## config.mk

```make
export PLATFORM = sky130hd
export DESIGN_NAME = rebalanced_portfolio_value_flat
export DESIGN_NICKNAME = d
export VERILOG_FILES = /design/src/rtl/rpv_pkg.sv /design/src/rtl/rpv_req_if.sv /design/src/rtl/rpv_rsp_if.sv /design/src/rtl/rpv_mac_unit.sv /design/src/rtl/rpv_phase_ctr.sv /design/src/rtl/rpv_ctrl.sv /design/src/rtl/rebalanced_portfolio_value.sv /design/src/flat_wrapper.sv
export SDC_FILE = /design/constraint.sdc
export NUM_CORES = 2
export LEC_CHECK = 0
export BUFFER_PORTS_ARGS = -buffer_cell sky130_fd_sc_hd__buf_2
export CAP_MARGIN = 10
export CORE_MARGIN = 5
export CORE_UTILIZATION = 55
export DETAILED_ROUTE_END_ITERATION = 6
export GPL_TIMING_DRIVEN = 0
export PLACE_DENSITY = 0.72
export REMOVE_ABC_BUFFERS = 1
export SETUP_SLACK_MARGIN = 0.4
export SLEW_MARGIN = 15
export SYNTH_ARGS = -nofsm -noshare
export SYNTH_HDL_FRONTEND = slang
export SYNTH_SLANG_ARGS = --single-unit
```

## constraint.sdc

```tcl
create_clock -name clock -period 23.6 [get_ports clock]
set_input_delay 1.18 -clock clock [delete_from_list [all_inputs] [get_ports clock]]
set_output_delay 1.18 -clock clock [all_outputs]
set_load 0.02 [all_outputs]
```

## src/rtl/rpv_pkg.sv

```systemverilog
// Package: widths, constants, codes and shared types of the rebalanced portfolio value block.
`timescale 1ns / 1ps
`default_nettype none

package rpv_pkg;

   // Asset lanes in hardware; the word carries FIELD_ASSETS return fields.
   localparam int N_ASSETS     = 4;
   localparam int FIELD_ASSETS = 4;
   localparam int LANES        = (N_ASSETS < FIELD_ASSETS) ? N_ASSETS : FIELD_ASSETS;
   localparam int IDX_W        = $clog2(LANES);
   localparam int CNT_W        = $clog2(LANES + 1);
   localparam int FIELD_IDX_W  = $clog2(FIELD_ASSETS);

   localparam int VAL_W      = 48;
   localparam int RET_W      = 32;
   localparam int WGT_W      = 32;
   localparam int TERM_W     = 16;
   localparam int COUNT_W    = 3;
   localparam int CSR_IDX_W  = 3;
   localparam int CSR_DATA_W = 32;
   localparam int MUL_W      = 32;
   localparam int PROD_W     = 2 * MUL_W;
   localparam int ACC_W      = VAL_W + MUL_W;
   localparam int FACTOR_W   = RET_W + 2;

   localparam logic [VAL_W-1:0] VMAX = {VAL_W{1'b1}};

   // Growth is round(h * n / (100 * 2^16)): add half, drop 16 bits, divide by 100.
   localparam logic [FACTOR_W-1:0] HUNDRED_Q16 = FACTOR_W'(6553600);
   localparam logic [ACC_W-1:0]    GROW_RND    = ACC_W'(3276800);
   localparam int                  GROW_SHIFT  = 16;
   // Rebalance is round(t * w / 2^30).
   localparam logic [ACC_W-1:0]    REB_RND     = ACC_W'(64'd1 << 29);
   localparam int                  REB_SHIFT   = 30;

   // Divide by 100, one 16-bit digit per step: q = (x * RECIP_100) >> RECIP_SHIFT
   // is exact for x < 100 * 2^16.
   localparam int                  DIG_BITS    = 16;
   localparam int                  DIGITS      = (ACC_W - GROW_SHIFT) / DIG_BITS;
   localparam int                  DIG_W       = $clog2(DIGITS);
   localparam int                  REM_W       = 7;
   localparam int                  X_W         = REM_W + DIG_BITS;
   localparam logic [MUL_W-1:0]    RECIP_100   = MUL_W'(10737419);
   localparam int                  RECIP_SHIFT = 30;
   localparam int                  QUO_W       = DIGITS * DIG_BITS;

   // Register indexes of the configuration port.
   localparam logic [CSR_IDX_W-1:0] CSR_WEIGHT_0 = 3'd0;
   localparam logic [CSR_IDX_W-1:0] CSR_WEIGHT_1 = 3'd1;
   localparam logic [CSR_IDX_W-1:0] CSR_WEIGHT_2 = 3'd2;
   localparam logic [CSR_IDX_W-1:0] CSR_WEIGHT_3 = 3'd3;
   localparam logic [CSR_IDX_W-1:0] CSR_TERM     = 3'd4;
   localparam logic [CSR_IDX_W-1:0] CSR_COUNT    = 3'd5;

   localparam logic [WGT_W-1:0]   WEIGHT_0_RST = 32'h4000_0000;
   localparam logic [COUNT_W-1:0] COUNT_RST    = 3'd1;

   typedef enum logic [3:0] {
      ST_IDLE,
      ST_GROW_LO,
      ST_GROW_HI,
      ST_DIV,
      ST_GROW_WB,
      ST_REB_LO,
      ST_REB_HI,
      ST_REB_WB,
      ST_PHASE,
      ST_PHASE_WAIT,
      ST_DONE
   } rpv_state_type;

   typedef enum logic [1:0] {
      MAC_NONE,
      MAC_LO,
      MAC_HI,
      MAC_DIV
   } rpv_mac_op_type;

   // Sequencer to datapath.
   typedef struct packed {
      logic                 req_ready;
      logic                 accept;
      rpv_mac_op_type       mac_op;
      logic                 reb_sel;
      logic [DIG_W-1:0]     digit_idx;
      logic [IDX_W-1:0]     asset_idx;
      logic                 wr_zero;
      logic                 wr_grow;
      logic                 wr_reb;
      logic                 phase_adv;
      logic                 rsp_load;
   } rpv_ctl_type;

   // Datapath to sequencer.
   typedef struct packed {
      logic                 req_valid;
      logic                 slot_free;
      logic [CNT_W-1:0]     n_active;
      logic                 factor_pos;
      logic                 reb_now;
      logic                 phase_busy;
   } rpv_sts_type;

endpackage

`default_nettype wire

```

## src/rtl/rpv_req_if.sv

```systemverilog
// Interface: input channel, one period word per handshake.
`timescale 1ns / 1ps
`default_nettype none

interface rpv_req_if import rpv_pkg::*; ();
   logic                    valid;
   logic                    ready;
   logic                    start_req;
   logic signed [RET_W-1:0] return_0;
   logic signed [RET_W-1:0] return_1;
   logic signed [RET_W-1:0] return_2;
   logic signed [RET_W-1:0] return_3;

   modport source (output valid, start_req, return_0, return_1, return_2, return_3,
                   input ready);
   modport sink   (input valid, start_req, return_0, return_1, return_2, return_3,
                   output ready);
endinterface

`default_nettype wire

```

## src/rtl/rpv_rsp_if.sv

```systemverilog
// Interface: result channel, one portfolio value word per handshake.
`timescale 1ns / 1ps
`default_nettype none

interface rpv_rsp_if import rpv_pkg::*; ();
   logic             valid;
   logic             ready;
   logic [VAL_W-1:0] portfolio_value;
   logic             saturated;

   modport source (output valid, portfolio_value, saturated, input ready);
   modport sink   (input valid, portfolio_value, saturated, output ready);
endinterface

`default_nettype wire

```

## src/rtl/rpv_mac_unit.sv

```systemverilog
// Shared 32x32 multiplier with accumulator and divide-by-100 digit stepper.
`timescale 1ns / 1ps
`default_nettype none

module rpv_mac_unit import rpv_pkg::*; (
   input  wire logic              clock,
   input  wire rpv_ctl_type       ctl,
   input  wire logic [VAL_W-1:0]  mcand,
   input  wire logic [MUL_W-1:0]  mplier,
   output logic      [VAL_W-1:0]  grow_val,
   output logic                   grow_sat,
   output logic      [VAL_W-1:0]  reb_val,
   output logic                   reb_sat
);

   logic [ACC_W-1:0]    acc_ff, acc_in;
   logic [REM_W-1:0]    rem_ff, rem_in;
   logic [QUO_W-1:0]    quo_ff, quo_in;

   logic [MUL_W-1:0]    mul_a, mul_b;
   logic [PROD_W-1:0]   prod;
   logic [DIG_BITS-1:0] digit;
   logic [X_W-1:0]      div_x;
   logic [DIG_BITS-1:0] q_dig;
   logic [X_W-1:0]      q_x100;
   logic [X_W-1:0]      div_diff;

   // Current dividend digit, most significant first
   assign digit = acc_ff[GROW_SHIFT + DIG_BITS * ctl.digit_idx +: DIG_BITS];
   assign div_x = {rem_ff, digit};

   always_comb begin
      case (ctl.mac_op)
         MAC_HI: begin
            mul_a = MUL_W'(mcand[VAL_W-1:MUL_W]);
            mul_b = mplier;
         end
         MAC_DIV: begin
            mul_a = MUL_W'(div_x);
            mul_b = RECIP_100;
         end
         default: begin
            mul_a = mcand[MUL_W-1:0];
            mul_b = mplier;
         end
      endcase
   end

   assign prod = mul_a * mul_b;

   // Quotient digit and remainder; x100 as shifts and adds
   assign q_dig    = prod[RECIP_SHIFT +: DIG_BITS];
   assign q_x100   = X_W'({q_dig, 6'b0}) + X_W'({q_dig, 5'b0}) + X_W'({q_dig, 2'b0});
   assign div_diff = div_x - q_x100;

   always_comb begin
      acc_in = acc_ff;
      rem_in = rem_ff;
      quo_in = quo_ff;
      case (ctl.mac_op)
         MAC_LO: begin
            acc_in = ACC_W'(prod) + (ctl.reb_sel ? REB_RND : GROW_RND);
         end
         MAC_HI: begin
            acc_in = acc_ff + {prod[VAL_W-1:0], {MUL_W{1'b0}}};
            rem_in = '0;
         end
         MAC_DIV: begin
            rem_in = div_diff[REM_W-1:0];
            quo_in = {quo_ff[QUO_W-DIG_BITS-1:0], q_dig};
         end
         default: begin
         end
      endcase
   end

   always_ff @(posedge clock) begin
      acc_ff <= acc_in;
      rem_ff <= rem_in;
      quo_ff <= quo_in;
   end

   assign grow_sat = |quo_ff[QUO_W-1:VAL_W];
   assign grow_val = grow_sat ? VMAX : quo_ff[VAL_W-1:0];
   assign reb_sat  = |acc_ff[ACC_W-1:REB_SHIFT+VAL_W];
   assign reb_val  = reb_sat ? VMAX : acc_ff[REB_SHIFT +: VAL_W];

endmodule

`default_nettype wire

```

## src/rtl/rpv_phase_ctr.sv

```systemverilog
// Period phase counter with a bit-serial modulo for a lowered term.
`timescale 1ns / 1ps
`default_nettype none

module rpv_phase_ctr import rpv_pkg::*; (
   input  wire logic              clock,
   input  wire logic              reset,
   input  wire logic              clear,
   input  wire logic              advance,
   input  wire logic [TERM_W-1:0] term,
   output logic      [TERM_W-1:0] phase,
   output logic                   busy
);

   localparam int NUM_W = TERM_W + 1;
   localparam int CNT_B = $clog2(NUM_W);

   logic [TERM_W-1:0] phase_ff, phase_in;
   logic              busy_ff, busy_in;
   logic [NUM_W-1:0]  num_ff, num_in;
   logic [TERM_W-1:0] rem_ff, rem_in;
   logic [CNT_B-1:0]  cnt_ff, cnt_in;

   logic [NUM_W-1:0]  inc;
   logic              fast;
   logic [NUM_W-1:0]  trial;
   logic [NUM_W-1:0]  trial_sub;

   assign inc   = {1'b0, phase_ff} + NUM_W'(1);
   assign fast  = (term == '0) || (inc <= {1'b0, term});
   assign trial = {rem_ff, num_ff[NUM_W-1]};
   assign trial_sub = (trial >= {1'b0, term}) ? (trial - {1'b0, term}) : trial;

   always_comb begin
      phase_in = phase_ff;
      busy_in  = busy_ff;
      num_in   = num_ff;
      rem_in   = rem_ff;
      cnt_in   = cnt_ff;
      if (clear) begin
         phase_in = '0;
      end else if (busy_ff) begin
         rem_in = trial_sub[TERM_W-1:0];
         num_in = {num_ff[NUM_W-2:0], 1'b0};
         if (cnt_ff == '0) begin
            phase_in = trial_sub[TERM_W-1:0];
            busy_in  = 1'b0;
         end else begin
            cnt_in = cnt_ff - CNT_B'(1);
         end
      end else if (advance) begin
         if (fast) begin
            // term zero or wrap at term: back to zero
            phase_in = ((term == '0) || (inc == {1'b0, term})) ? '0 : inc[TERM_W-1:0];
         end else begin
            busy_in = 1'b1;
            num_in  = inc;
            rem_in  = '0;
            cnt_in  = CNT_B'(NUM_W - 1);
         end
      end
   end

   always_ff @(posedge clock) begin
      if (reset) begin
         phase_ff <= '0;
         busy_ff  <= 1'b0;
         cnt_ff   <= '0;
      end else begin
         phase_ff <= phase_in;
         busy_ff  <= busy_in;
         cnt_ff   <= cnt_in;
      end
   end

   always_ff @(posedge clock) begin
      num_ff <= num_in;
      rem_ff <= rem_in;
   end

   assign phase = phase_ff;
   assign busy  = busy_ff;

endmodule

`default_nettype wire

```

## src/rtl/rpv_ctrl.sv

```systemverilog
// Sequencer: walks assets through growth, summation and rebalance steps.
`timescale 1ns / 1ps
`default_nettype none

module rpv_ctrl import rpv_pkg::*; (
   input  wire logic        clock,
   input  wire logic        reset,
   input  wire rpv_sts_type sts,
   output rpv_ctl_type      ctl
);

   localparam logic [DIG_W-1:0] LAST_DIGIT = DIG_W'(DIGITS - 1);

   rpv_state_type     state_ff, state_in;
   logic [IDX_W-1:0]  asset_ff, asset_in;
   logic [DIG_W-1:0]  digit_ff, digit_in;
   logic              reb_ff, reb_in;
   logic              last_asset;

   assign last_asset = (CNT_W'(asset_ff) + CNT_W'(1)) == sts.n_active;

   // Next state
   always_comb begin
      state_in = state_ff;
      asset_in = asset_ff;
      digit_in = digit_ff;
      reb_in   = reb_ff;
      unique case (state_ff)
         ST_IDLE: begin
            if (sts.req_valid) begin
               state_in = ST_GROW_LO;
               asset_in = '0;
               reb_in   = sts.reb_now;
            end
         end
         ST_GROW_LO: begin
            if (!sts.factor_pos) begin
               if (last_asset) begin
                  asset_in = '0;
                  state_in = reb_ff ? ST_REB_LO : ST_PHASE;
               end else begin
                  asset_in = asset_ff + IDX_W'(1);
               end
            end else begin
               state_in = ST_GROW_HI;
            end
         end
         ST_GROW_HI: begin
            state_in = ST_DIV;
            digit_in = LAST_DIGIT;
         end
         ST_DIV: begin
            if (digit_ff == '0) begin
               state_in = ST_GROW_WB;
            end else begin
               digit_in = digit_ff - DIG_W'(1);
            end
         end
         ST_GROW_WB: begin
            if (last_asset) begin
               asset_in = '0;
               state_in = reb_ff ? ST_REB_LO : ST_PHASE;
            end else begin
               asset_in = asset_ff + IDX_W'(1);
               state_in = ST_GROW_LO;
            end
         end
         ST_REB_LO: begin
            state_in = ST_REB_HI;
         end
         ST_REB_HI: begin
            state_in = ST_REB_WB;
         end
         ST_REB_WB: begin
            if (last_asset) begin
               state_in = ST_PHASE;
            end else begin
               asset_in = asset_ff + IDX_W'(1);
               state_in = ST_REB_LO;
            end
         end
         ST_PHASE: begin
            state_in = ST_PHASE_WAIT;
         end
         ST_PHASE_WAIT: begin
            if (!sts.phase_busy) begin
               state_in = ST_DONE;
            end
         end
         ST_DONE: begin
            if (sts.slot_free) begin
               state_in = ST_IDLE;
            end
         end
         default: begin
            state_in = ST_IDLE;
         end
      endcase
   end

   // Outputs
   always_comb begin
      ctl           = '0;
      ctl.mac_op    = MAC_NONE;
      ctl.asset_idx = asset_ff;
      ctl.digit_idx = digit_ff;
      unique case (state_ff)
         ST_IDLE: begin
            ctl.req_ready = 1'b1;
            ctl.accept    = sts.req_valid;
         end
         ST_GROW_LO: begin
            ctl.mac_op  = sts.factor_pos ? MAC_LO : MAC_NONE;
            ctl.wr_zero = !sts.factor_pos;
         end
         ST_GROW_HI: begin
            ctl.mac_op = MAC_HI;
         end
         ST_DIV: begin
            ctl.mac_op = MAC_DIV;
         end
         ST_GROW_WB: begin
            ctl.wr_grow = 1'b1;
         end
         ST_REB_LO: begin
            ctl.mac_op  = MAC_LO;
            ctl.reb_sel = 1'b1;
         end
         ST_REB_HI: begin
            ctl.mac_op  = MAC_HI;
            ctl.reb_sel = 1'b1;
         end
         ST_REB_WB: begin
            ctl.reb_sel = 1'b1;
            ctl.wr_reb  = 1'b1;
         end
         ST_PHASE: begin
            ctl.phase_adv = 1'b1;
         end
         ST_PHASE_WAIT: begin
         end
         ST_DONE: begin
            ctl.rsp_load = sts.slot_free;
         end
         default: begin
         end
      endcase
   end

   always_ff @(posedge clock) begin
      if (reset) begin
         state_ff <= ST_IDLE;
         asset_ff <= '0;
         digit_ff <= '0;
         reb_ff   <= 1'b0;
      end else begin
         state_ff <= state_in;
         asset_ff <= asset_in;
         digit_ff <= digit_in;
         reb_ff   <= reb_in;
      end
   end

endmodule

`default_nettype wire

```

## src/rtl/rebalanced_portfolio_value.sv

```systemverilog
// Top level: rebalanced portfolio value, one period word in, one value word out.
`timescale 1ns / 1ps
`default_nettype none

// Tracks one holding per asset (unsigned Q16.32, 48 bits) and returns the
// portfolio value after each period word. A word with start_req set (and the
// first word after reset) reloads holdings from the weight registers
// (weight << 2) and clears the period phase. Each active holding then grows by
// (1 + return/100), rounded half up; a return at or below -100 percent zeroes
// it without a flag. The sum of the holdings is the result. When the
// rebalance term is nonzero and the phase was zero, every active holding is
// then reset to round(total * weight / 2^30). Any value clipped at 2^48-1
// raises saturated. All arithmetic runs on one shared 32x32 multiplier under
// a small sequencer: a growth runs two multiply-accumulate steps, four
// divide-by-100 digit steps and one write back and sum per asset, or only a
// zeroing step for a zeroed asset; a rebalance runs two multiply-accumulate
// steps and one write back per asset. Right after the term is lowered to or
// below the phase, the phase wrap runs a bit-serial modulo while the
// sequencer waits. The block is not ready while a word is in flight; a finished
// value waits in the output register, and the next word is accepted meanwhile.
// Configuration writes take effect at once and belong in idle time.

module rebalanced_portfolio_value import rpv_pkg::*; (
   input  wire logic                  clock,
   input  wire logic                  reset,
   rpv_req_if.sink                    req_chan,
   rpv_rsp_if.source                  rsp_chan,
   input  wire logic                  csr_wr_en,
   input  wire logic [CSR_IDX_W-1:0]  csr_index,
   input  wire logic [CSR_DATA_W-1:0] csr_wr_data
);

   // ---- configuration registers
   logic [WGT_W-1:0]   weight_ff [FIELD_ASSETS];
   logic [WGT_W-1:0]   weight_in [FIELD_ASSETS];
   logic [TERM_W-1:0]  term_ff, term_in;
   logic [COUNT_W-1:0] count_ff, count_in;

   // ---- block state
   logic               primed_ff, primed_in;
   logic [VAL_W-1:0]   holding_ff [LANES];
   logic [VAL_W-1:0]   holding_in [LANES];
   logic [RET_W-1:0]   ret_ff [LANES];
   logic [RET_W-1:0]   ret_in [LANES];
   logic [VAL_W-1:0]   total_ff, total_in;
   logic               sat_ff, sat_in;

   // ---- output register
   logic               rsp_valid_ff, rsp_valid_in;
   logic [VAL_W-1:0]   rsp_value_ff, rsp_value_in;
   logic               rsp_sat_ff, rsp_sat_in;

   rpv_ctl_type        ctl;
   rpv_sts_type        sts;

   logic [RET_W-1:0]    field_ret [FIELD_ASSETS];
   logic [WGT_W-1:0]    wgt_lane [LANES];
   logic [COUNT_W-1:0]  n_act3;
   logic                load;
   logic [TERM_W-1:0]   phase;
   logic                phase_busy;
   logic [RET_W-1:0]    cur_ret;
   logic [FACTOR_W-1:0] factor;
   logic [VAL_W-1:0]    mcand;
   logic [MUL_W-1:0]    mplier;
   logic [VAL_W-1:0]    grow_val, reb_val;
   logic                grow_sat, reb_sat;
   logic [VAL_W:0]      sum;

   assign field_ret[0] = req_chan.return_0;
   assign field_ret[1] = req_chan.return_1;
   assign field_ret[2] = req_chan.return_2;
   assign field_ret[3] = req_chan.return_3;

   for (genvar j = 0; j < LANES; j++) begin : g_lane
      assign wgt_lane[j] = weight_ff[j];
   end

   // Active asset count: zero acts as one, clamp at the lane count
   always_comb begin
      if (count_ff == '0) begin
         n_act3 = COUNT_W'(1);
      end else if (count_ff > COUNT_W'(LANES)) begin
         n_act3 = COUNT_W'(LANES);
      end else begin
         n_act3 = count_ff;
      end
   end

   assign load = req_chan.start_req || !primed_ff;

   // Growth factor 6553600 + r; zero or negative wipes the holding
   assign cur_ret = ret_ff[ctl.asset_idx];
   assign factor  = {{2{cur_ret[RET_W-1]}}, cur_ret} + HUNDRED_Q16;

   assign mcand  = ctl.reb_sel ? total_ff : holding_ff[ctl.asset_idx];
   assign mplier = ctl.reb_sel ? wgt_lane[ctl.asset_idx] : factor[MUL_W-1:0];

   assign sum = {1'b0, total_ff} + {1'b0, grow_val};

   always_comb begin
      sts.req_valid  = req_chan.valid;
      sts.slot_free  = !rsp_valid_ff || rsp_chan.ready;
      sts.n_active   = n_act3[CNT_W-1:0];
      sts.factor_pos = !factor[FACTOR_W-1] && (factor != '0);
      sts.reb_now    = (term_ff != '0) && (load || (phase == '0));
      sts.phase_busy = phase_busy;
   end

   rpv_ctrl u_ctrl (
      .clock (clock),
      .reset (reset),
      .sts   (sts),
      .ctl   (ctl)
   );

   rpv_mac_unit u_mac (
      .clock    (clock),
      .ctl      (ctl),
      .mcand    (mcand),
      .mplier   (mplier),
      .grow_val (grow_val),
      .grow_sat (grow_sat),
      .reb_val  (reb_val),
      .reb_sat  (reb_sat)
   );

   rpv_phase_ctr u_phase (
      .clock   (clock),
      .reset   (reset),
      .clear   (ctl.accept && load),
      .advance (ctl.phase_adv),
      .term    (term_ff),
      .phase   (phase),
      .busy    (phase_busy)
   );

   // ---- configuration writes
   always_comb begin
      weight_in = weight_ff;
      term_in   = term_ff;
      count_in  = count_ff;
      if (csr_wr_en) begin
         unique case (csr_index) inside
            CSR_WEIGHT_0, CSR_WEIGHT_1, CSR_WEIGHT_2, CSR_WEIGHT_3: begin
               weight_in[csr_index[FIELD_IDX_W-1:0]] = csr_wr_data[WGT_W-1:0];
            end
            CSR_TERM: begin
               term_in = csr_wr_data[TERM_W-1:0];
            end
            CSR_COUNT: begin
               count_in = csr_wr_data[COUNT_W-1:0];
            end
            default: begin
            end
         endcase
      end
   end

   always_ff @(posedge clock) begin
      if (reset) begin
         for (int j = 0; j < FIELD_ASSETS; j++) begin
            weight_ff[j] <= (j == 0) ? WEIGHT_0_RST : '0;
         end
         term_ff  <= '0;
         count_ff <= COUNT_RST;
      end else begin
         weight_ff <= weight_in;
         term_ff   <= term_in;
         count_ff  <= count_in;
      end
   end

   // ---- holdings, total and flag
   always_comb begin
      primed_in  = primed_ff;
      holding_in = holding_ff;
      ret_in     = ret_ff;
      total_in   = total_ff;
      sat_in     = sat_ff;
      if (ctl.accept) begin
         primed_in = 1'b1;
         total_in  = '0;
         sat_in    = 1'b0;
         for (int j = 0; j < LANES; j++) begin
            ret_in[j] = field_ret[j];
            // inactive lanes stay at zero; reload from weight on a start
            if (COUNT_W'(j) >= n_act3) begin
               holding_in[j] = '0;
            end else if (load) begin
               holding_in[j] = {{(VAL_W - WGT_W - 2){1'b0}}, weight_ff[j], 2'b00};
            end
         end
      end
      if (ctl.wr_zero) begin
         holding_in[ctl.asset_idx] = '0;
      end
      if (ctl.wr_grow) begin
         holding_in[ctl.asset_idx] = grow_val;
         total_in = sum[VAL_W] ? VMAX : sum[VAL_W-1:0];
         sat_in   = sat_ff | grow_sat | sum[VAL_W];
      end
      if (ctl.wr_reb) begin
         holding_in[ctl.asset_idx] = reb_val;
         sat_in = sat_ff | reb_sat;
      end
   end

   always_ff @(posedge clock) begin
      if (reset) begin
         primed_ff <= 1'b0;
         for (int j = 0; j < LANES; j++) begin
            holding_ff[j] <= '0;
         end
      end else begin
         primed_ff  <= primed_in;
         holding_ff <= holding_in;
      end
   end

   always_ff @(posedge clock) begin
      ret_ff   <= ret_in;
      total_ff <= total_in;
      sat_ff   <= sat_in;
   end

   // ---- result register: holds a word until the sink takes it
   always_comb begin
      rsp_valid_in = rsp_valid_ff && !rsp_chan.ready;
      rsp_value_in = rsp_value_ff;
      rsp_sat_in   = rsp_sat_ff;
      if (ctl.rsp_load) begin
         rsp_valid_in = 1'b1;
         rsp_value_in = total_ff;
         rsp_sat_in   = sat_ff;
      end
   end

   always_ff @(posedge clock) begin
      if (reset) begin
         rsp_valid_ff <= 1'b0;
      end else begin
         rsp_valid_ff <= rsp_valid_in;
      end
   end

   always_ff @(posedge clock) begin
      rsp_value_ff <= rsp_value_in;
      rsp_sat_ff   <= rsp_sat_in;
   end

   assign req_chan.ready           = ctl.req_ready;
   assign rsp_chan.valid           = rsp_valid_ff;
   assign rsp_chan.portfolio_value = rsp_value_ff;
   assign rsp_chan.saturated       = rsp_sat_ff;

endmodule

`default_nettype wire

```

## src/flat_wrapper.sv

```systemverilog
// flat-port wrapper written by rule: the top's interface ports become plain ports
module rebalanced_portfolio_value_flat import rpv_pkg::*;
  (clock, reset, csr_wr_en, csr_index, csr_wr_data, req_chan_valid, req_chan_start_req, req_chan_return_0, req_chan_return_1, req_chan_return_2, req_chan_return_3, req_chan_ready, rsp_chan_valid, rsp_chan_portfolio_value, rsp_chan_saturated, rsp_chan_ready);
  rpv_req_if req_chan_i ();
  rpv_rsp_if rsp_chan_i ();
  input  wire logic clock;
  input  wire logic reset;
  input  wire logic csr_wr_en;
  input  wire logic [CSR_IDX_W-1:0] csr_index;
  input  wire logic [CSR_DATA_W-1:0] csr_wr_data;
  input wire logic [$bits(req_chan_i.valid)-1:0] req_chan_valid;
  input wire logic [$bits(req_chan_i.start_req)-1:0] req_chan_start_req;
  input wire logic [$bits(req_chan_i.return_0)-1:0] req_chan_return_0;
  input wire logic [$bits(req_chan_i.return_1)-1:0] req_chan_return_1;
  input wire logic [$bits(req_chan_i.return_2)-1:0] req_chan_return_2;
  input wire logic [$bits(req_chan_i.return_3)-1:0] req_chan_return_3;
  output wire logic [$bits(req_chan_i.ready)-1:0] req_chan_ready;
  output wire logic [$bits(rsp_chan_i.valid)-1:0] rsp_chan_valid;
  output wire logic [$bits(rsp_chan_i.portfolio_value)-1:0] rsp_chan_portfolio_value;
  output wire logic [$bits(rsp_chan_i.saturated)-1:0] rsp_chan_saturated;
  input wire logic [$bits(rsp_chan_i.ready)-1:0] rsp_chan_ready;
  assign req_chan_i.valid = req_chan_valid;
  assign req_chan_i.start_req = req_chan_start_req;
  assign req_chan_i.return_0 = req_chan_return_0;
  assign req_chan_i.return_1 = req_chan_return_1;
  assign req_chan_i.return_2 = req_chan_return_2;
  assign req_chan_i.return_3 = req_chan_return_3;
  assign req_chan_ready = req_chan_i.ready;
  assign rsp_chan_valid = rsp_chan_i.valid;
  assign rsp_chan_portfolio_value = rsp_chan_i.portfolio_value;
  assign rsp_chan_saturated = rsp_chan_i.saturated;
  assign rsp_chan_i.ready = rsp_chan_ready;
  rebalanced_portfolio_value u_core (.clock(clock), .reset(reset), .req_chan(req_chan_i), .rsp_chan(rsp_chan_i), .csr_wr_en(csr_wr_en), .csr_index(csr_index), .csr_wr_data(csr_wr_data));
endmodule
```

==> flow_metrics.env <==
export IMPL_grt_start_max_net_pins=116
export IMPL_synthCells=8472
export IMPL_synth_cell_types=92
export IMPL_syn_area_per_cell_sq_um=8.977
export IMPL_hold_start="u_core.u_mac.quo_ff[21]"
export IMPL_cp_max_fo=50
export IMPL_status="complete, but fails checks"
export IMPL_reg2reg_to="u_core.u_mac.acc_ff[79]"
export IMPL_path_class="reg -> reg"
export IMPL_p_leak_nw=35.13
export IMPL_required_ps=24150
export IMPL_globalplace_congestion=1.006
export IMPL_cpPeakStageDelay_ps=980
export IMPL_hold_viol_final=0
export IMPL_synth_area_sq_um=76050
export IMPL_cts_buffer_depth=3
export IMPL_yosysTopAreaCellShare_pct=23.66
export IMPL_cts_tree="yes"
export IMPL_reg2reg_slack_ps=4360
export IMPL_start_util_pct=55.31
export IMPL_synth_edf_count=394
export IMPL_grt_antenna_before_repair=14
export IMPL_drc=1
export IMPL_drv_cap=0
export IMPL_wirelength_um=270700
export IMPL_cts_sinks=766
export IMPL_gr_total_overflow=0
export IMPL_end_kind="flop"
export IMPL_arrival_ps=19780
export IMPL_rows=136
export IMPL_ir_worst_vdd_v=0.0001079
export IMPL_finalCriticalPeriod_ps=19240
export IMPL_crit_buf_inv=14
export IMPL_nets=9853
export IMPL_worst_pin_slew_ps=1276
export IMPL_ant_nets=0
export IMPL_hold_path_depth=0
export IMPL_holdBufCountCts=0
export IMPL_die_height_um=381.9
export IMPL_finalSetupViolations=0
export IMPL_grt_pass1_vias=65591
export IMPL_fp_coreArea_sq_um=137500
export IMPL_r2r_start="u_core.u_ctrl.asset_ff[1]"
export IMPL_layout_cells_non_filler=10243
export IMPL_grtUsageTotal_pct=36.52
export IMPL_dp_cells=10079
export IMPL_wire_per_inst_um=26.43
export IMPL_die_area_sq_um=145800
export IMPL_yosys_most_used_dff="edfxtp_1"
export IMPL_worstHoldEndpoint="u_core.u_mac.quo_ff[37]"
export IMPL_cts_max_level=3
export IMPL_finalSetupTns_ps=0
export IMPL_violations="design-rule violations"
export IMPL_io_pins=220
export IMPL_vias=65915
export IMPL_powerDensity_nw_per_um2=87.42
export IMPL_clockRootBuffer="clkbuf_16"
export IMPL_die_w_um=381.9
export IMPL_fmax_ghz=0.05199
export IMPL_hp_class="reg -> reg"
export IMPL_slowest_stage="a221o_1"
export IMPL_r2r_cells=52
export IMPL_dr_pass1_iters=7
export IMPL_syn_to_final_growth_pct=9.430
export IMPL_yosys_top_cells_area="fa_1 24%, edfxtp_1 16%, dfxtp_1 9.8%"
export IMPL_multiInputGateArea_sq_um=51530
export IMPL_vias_per_cell=6.435
export IMPL_synth_largest_area_cell="fa_1"
export IMPL_grt_pass1_wl_um=406700
export IMPL_path_clk_slew_ps=70
export IMPL_io_buffers=219
export IMPL_clock_latency_ps=700
export IMPL_drtIter0Drc=8017
export IMPL_total_power_mw=7.275
export IMPL_place_hpwl_um=208800
export IMPL_synth_seq_area_share_pct=25.35
export IMPL_ys_ff_latch=766
export IMPL_regArea_sq_um=19290
export IMPL_period_share_pct=81.51
export IMPL_cts_setup_buffers=0
export IMPL_cts_resized=0
export IMPL_finalClockSkew_ps=60.28
export IMPL_cp_top_family="adder cells"
export IMPL_start_kind="flop"
export IMPL_async_flop_share_pct=0
export IMPL_cts_buffers=81
export IMPL_nFillCells=11595
export IMPL_timing_slew_headroom_pct=14.91
export IMPL_slew_viol_final=0
export IMPL_grt_setup_unrepaired="false"
export IMPL_yosys_warnings=0
export IMPL_drive_above_1_share_pct=9.412
[metrics by stage]
step           utilization, %  area (sq um)  hold slack [ps]  setup slack [ps]
2_1_floorplan               -         74030            418.3              1614
3_3_place_gp            56.28         77370            435.3            -10010
3_5_place_dp            58.37         80260            439.0              4448
4_1_cts                 60.50         83180            454.0              4318
5_1_grt                 60.51         83190            463.8              3817
6_report                60.53         83220            455.5              4365
[state kept, by name (all words and copies together) (netlist names)]
signal / count
u_core.rsp_chan.valid: 1
u_core.holding_ff: 192
u_core.u_mac.rem_ff: 7
u_core.u_phase.busy: 1
u_core.u_phase.phase: 16
u_core.rsp_chan.portfolio_value: 48
u_core.u_ctrl.state_ff: 4
u_core.weight_ff: 128
u_core.u_ctrl.reb_ff: 1
u_core.ret_ff: 128
u_core.count_ff: 3
u_core.u_mac.quo_ff: 64
u_core.u_phase.cnt_ff: 5
u_core.total_ff: 48
u_core.primed_ff: 1
u_core.u_phase.num_ff: 17
u_core.rsp_chan.saturated: 1
u_core.u_mac.acc_ff: 64
u_core.u_ctrl.digit_ff: 2
u_core.u_ctrl.asset_ff: 2
u_core.term_ff: 16
u_core.sat_ff: 1
u_core.u_phase.rem_ff: 16
[synthesized netlist by cell type (all sizes together), types with 81 or more instances]
| master | n |
|---|---|
| and2 | 81 |
| clkbuf | 457 |
| mux4 | 128 |
| o21ai | 197 |
| a21oi | 589 |
| nor2 | 853 |
| inv | 1087 |
| nand2 | 1407 |
| dfxtp | 372 |
| a21o | 106 |
| xnor2 | 145 |
| edfxtp | 394 |
| a221oi | 86 |
| a211oi | 279 |
| ha | 417 |
| fa | 899 |
[routing by layer]
layer  routed length (um)  track usage [%]  vias up
met5                   31                0        -
met4                18200            19.66        6
met3                34000            9.884      911
met2               116900            54.98     4404
met1               101600            48.33    32580
li1                     -                -    28014
[placed cells by master, fill, tap and decap left out, types with 27 or more instances in the layout]
| master | count |
|---|---|
| a211o_1 | 27 |
| a211oi_1 | 256 |
| a21o_1 | 104 |
| a21oi_1 | 570 |
| a221oi_1 | 64 |
| a31oi_1 | 39 |
| and2_1 | 72 |
| and3_1 | 47 |
| buf_12 | 30 |
| buf_16 | 27 |
| buf_2 | 219 |
| buf_6 | 35 |
| clkbuf_16 | 88 |
| dfxtp_1 | 369 |
| edfxtp_1 | 394 |
| fa_1 | 899 |
| ha_1 | 414 |
| inv_1 | 1082 |
| mux4_2 | 128 |
| nand2_1 | 1399 |
| nand2b_1 | 37 |
| nand3_1 | 78 |
| nand4_1 | 48 |
| nor2_1 | 838 |
| nor2b_1 | 34 |
| nor3_1 | 73 |
| nor4_1 | 42 |
| o21a_1 | 33 |
| o21ai_0 | 189 |
| o31a_1 | 41 |
| or2_2 | 28 |
| xnor2_1 | 145 |
| xor2_1 | 56 |
[worst register-to-register path: cells and delay by family, from the launching register on]
family,cells,cell delay (ps)
flops,1,790
compound gates,10,4110
fa+ha+maj,12,5270
buf+inv,14,2650
simple gates,13,4690
xor+xnor,2,960
mux,1,590
[power by group]
part	switching, mW	internal, mW	leakage (nW)	total (mW)
logic	2.68	1.35	27.0	4.03
clock network	0.594	0.802	1.42	1.40
registers	0.203	1.65	6.69	1.85
[final cells by class]
| cell class | count | share of cell area (%) |
|---|---|---|
| inverters | 1088 | 4.924 |
| diodes | 13 | 0.03909 |
| multi-input cells | 6099 | 61.91 |
| flip-flops and latches | 766 | 23.18 |
| well taps | 1794 | 2.697 |
| clock buffers | 111 | 2.875 |
| repair buffers | 332 | 3.748 |
| clock inverters | 40 | 0.6284 |
[worst max-delay path by stage]
stage / from / to / cells past startpoint
6_report: u_core.u_ctrl.asset_ff[1] / u_core.u_mac.acc_ff[79] / 52
5_1_grt: u_core.u_ctrl.asset_ff[1] / u_core.u_mac.acc_ff[56] / 46
4_1_cts: u_core.u_ctrl.asset_ff[1] / u_core.u_mac.acc_ff[61] / 46
3_5_place_dp: u_core.u_ctrl.asset_ff[1] / u_core.u_mac.acc_ff[59] / 46
3_3_place_gp: u_core.u_ctrl.asset_ff[0] / u_core.u_mac.acc_ff[59] / 40
2_1_floorplan: u_core.u_ctrl.asset_ff[0] / u_core.u_mac.acc_ff[78] / 46
[logic make-up (layout without fill, tap and decap cells)]
kind of cell             after synthesis  after routing  synth area share, %
AND/OR/NAND/NOR                     2819           2819                15.73
buffers and inverters               1607           1571                8.024
AO/OA/AOI/OAI                       1595           1595                13.71
adder cells (fa/ha/maj)             1316           1316                30.52
flip-flops                           766            766                25.35
XOR/XNOR                             201            201                2.315
multiplexers                         168            168                4.347
other                                  0             13                    0
(Power assumes the default switching activity.)
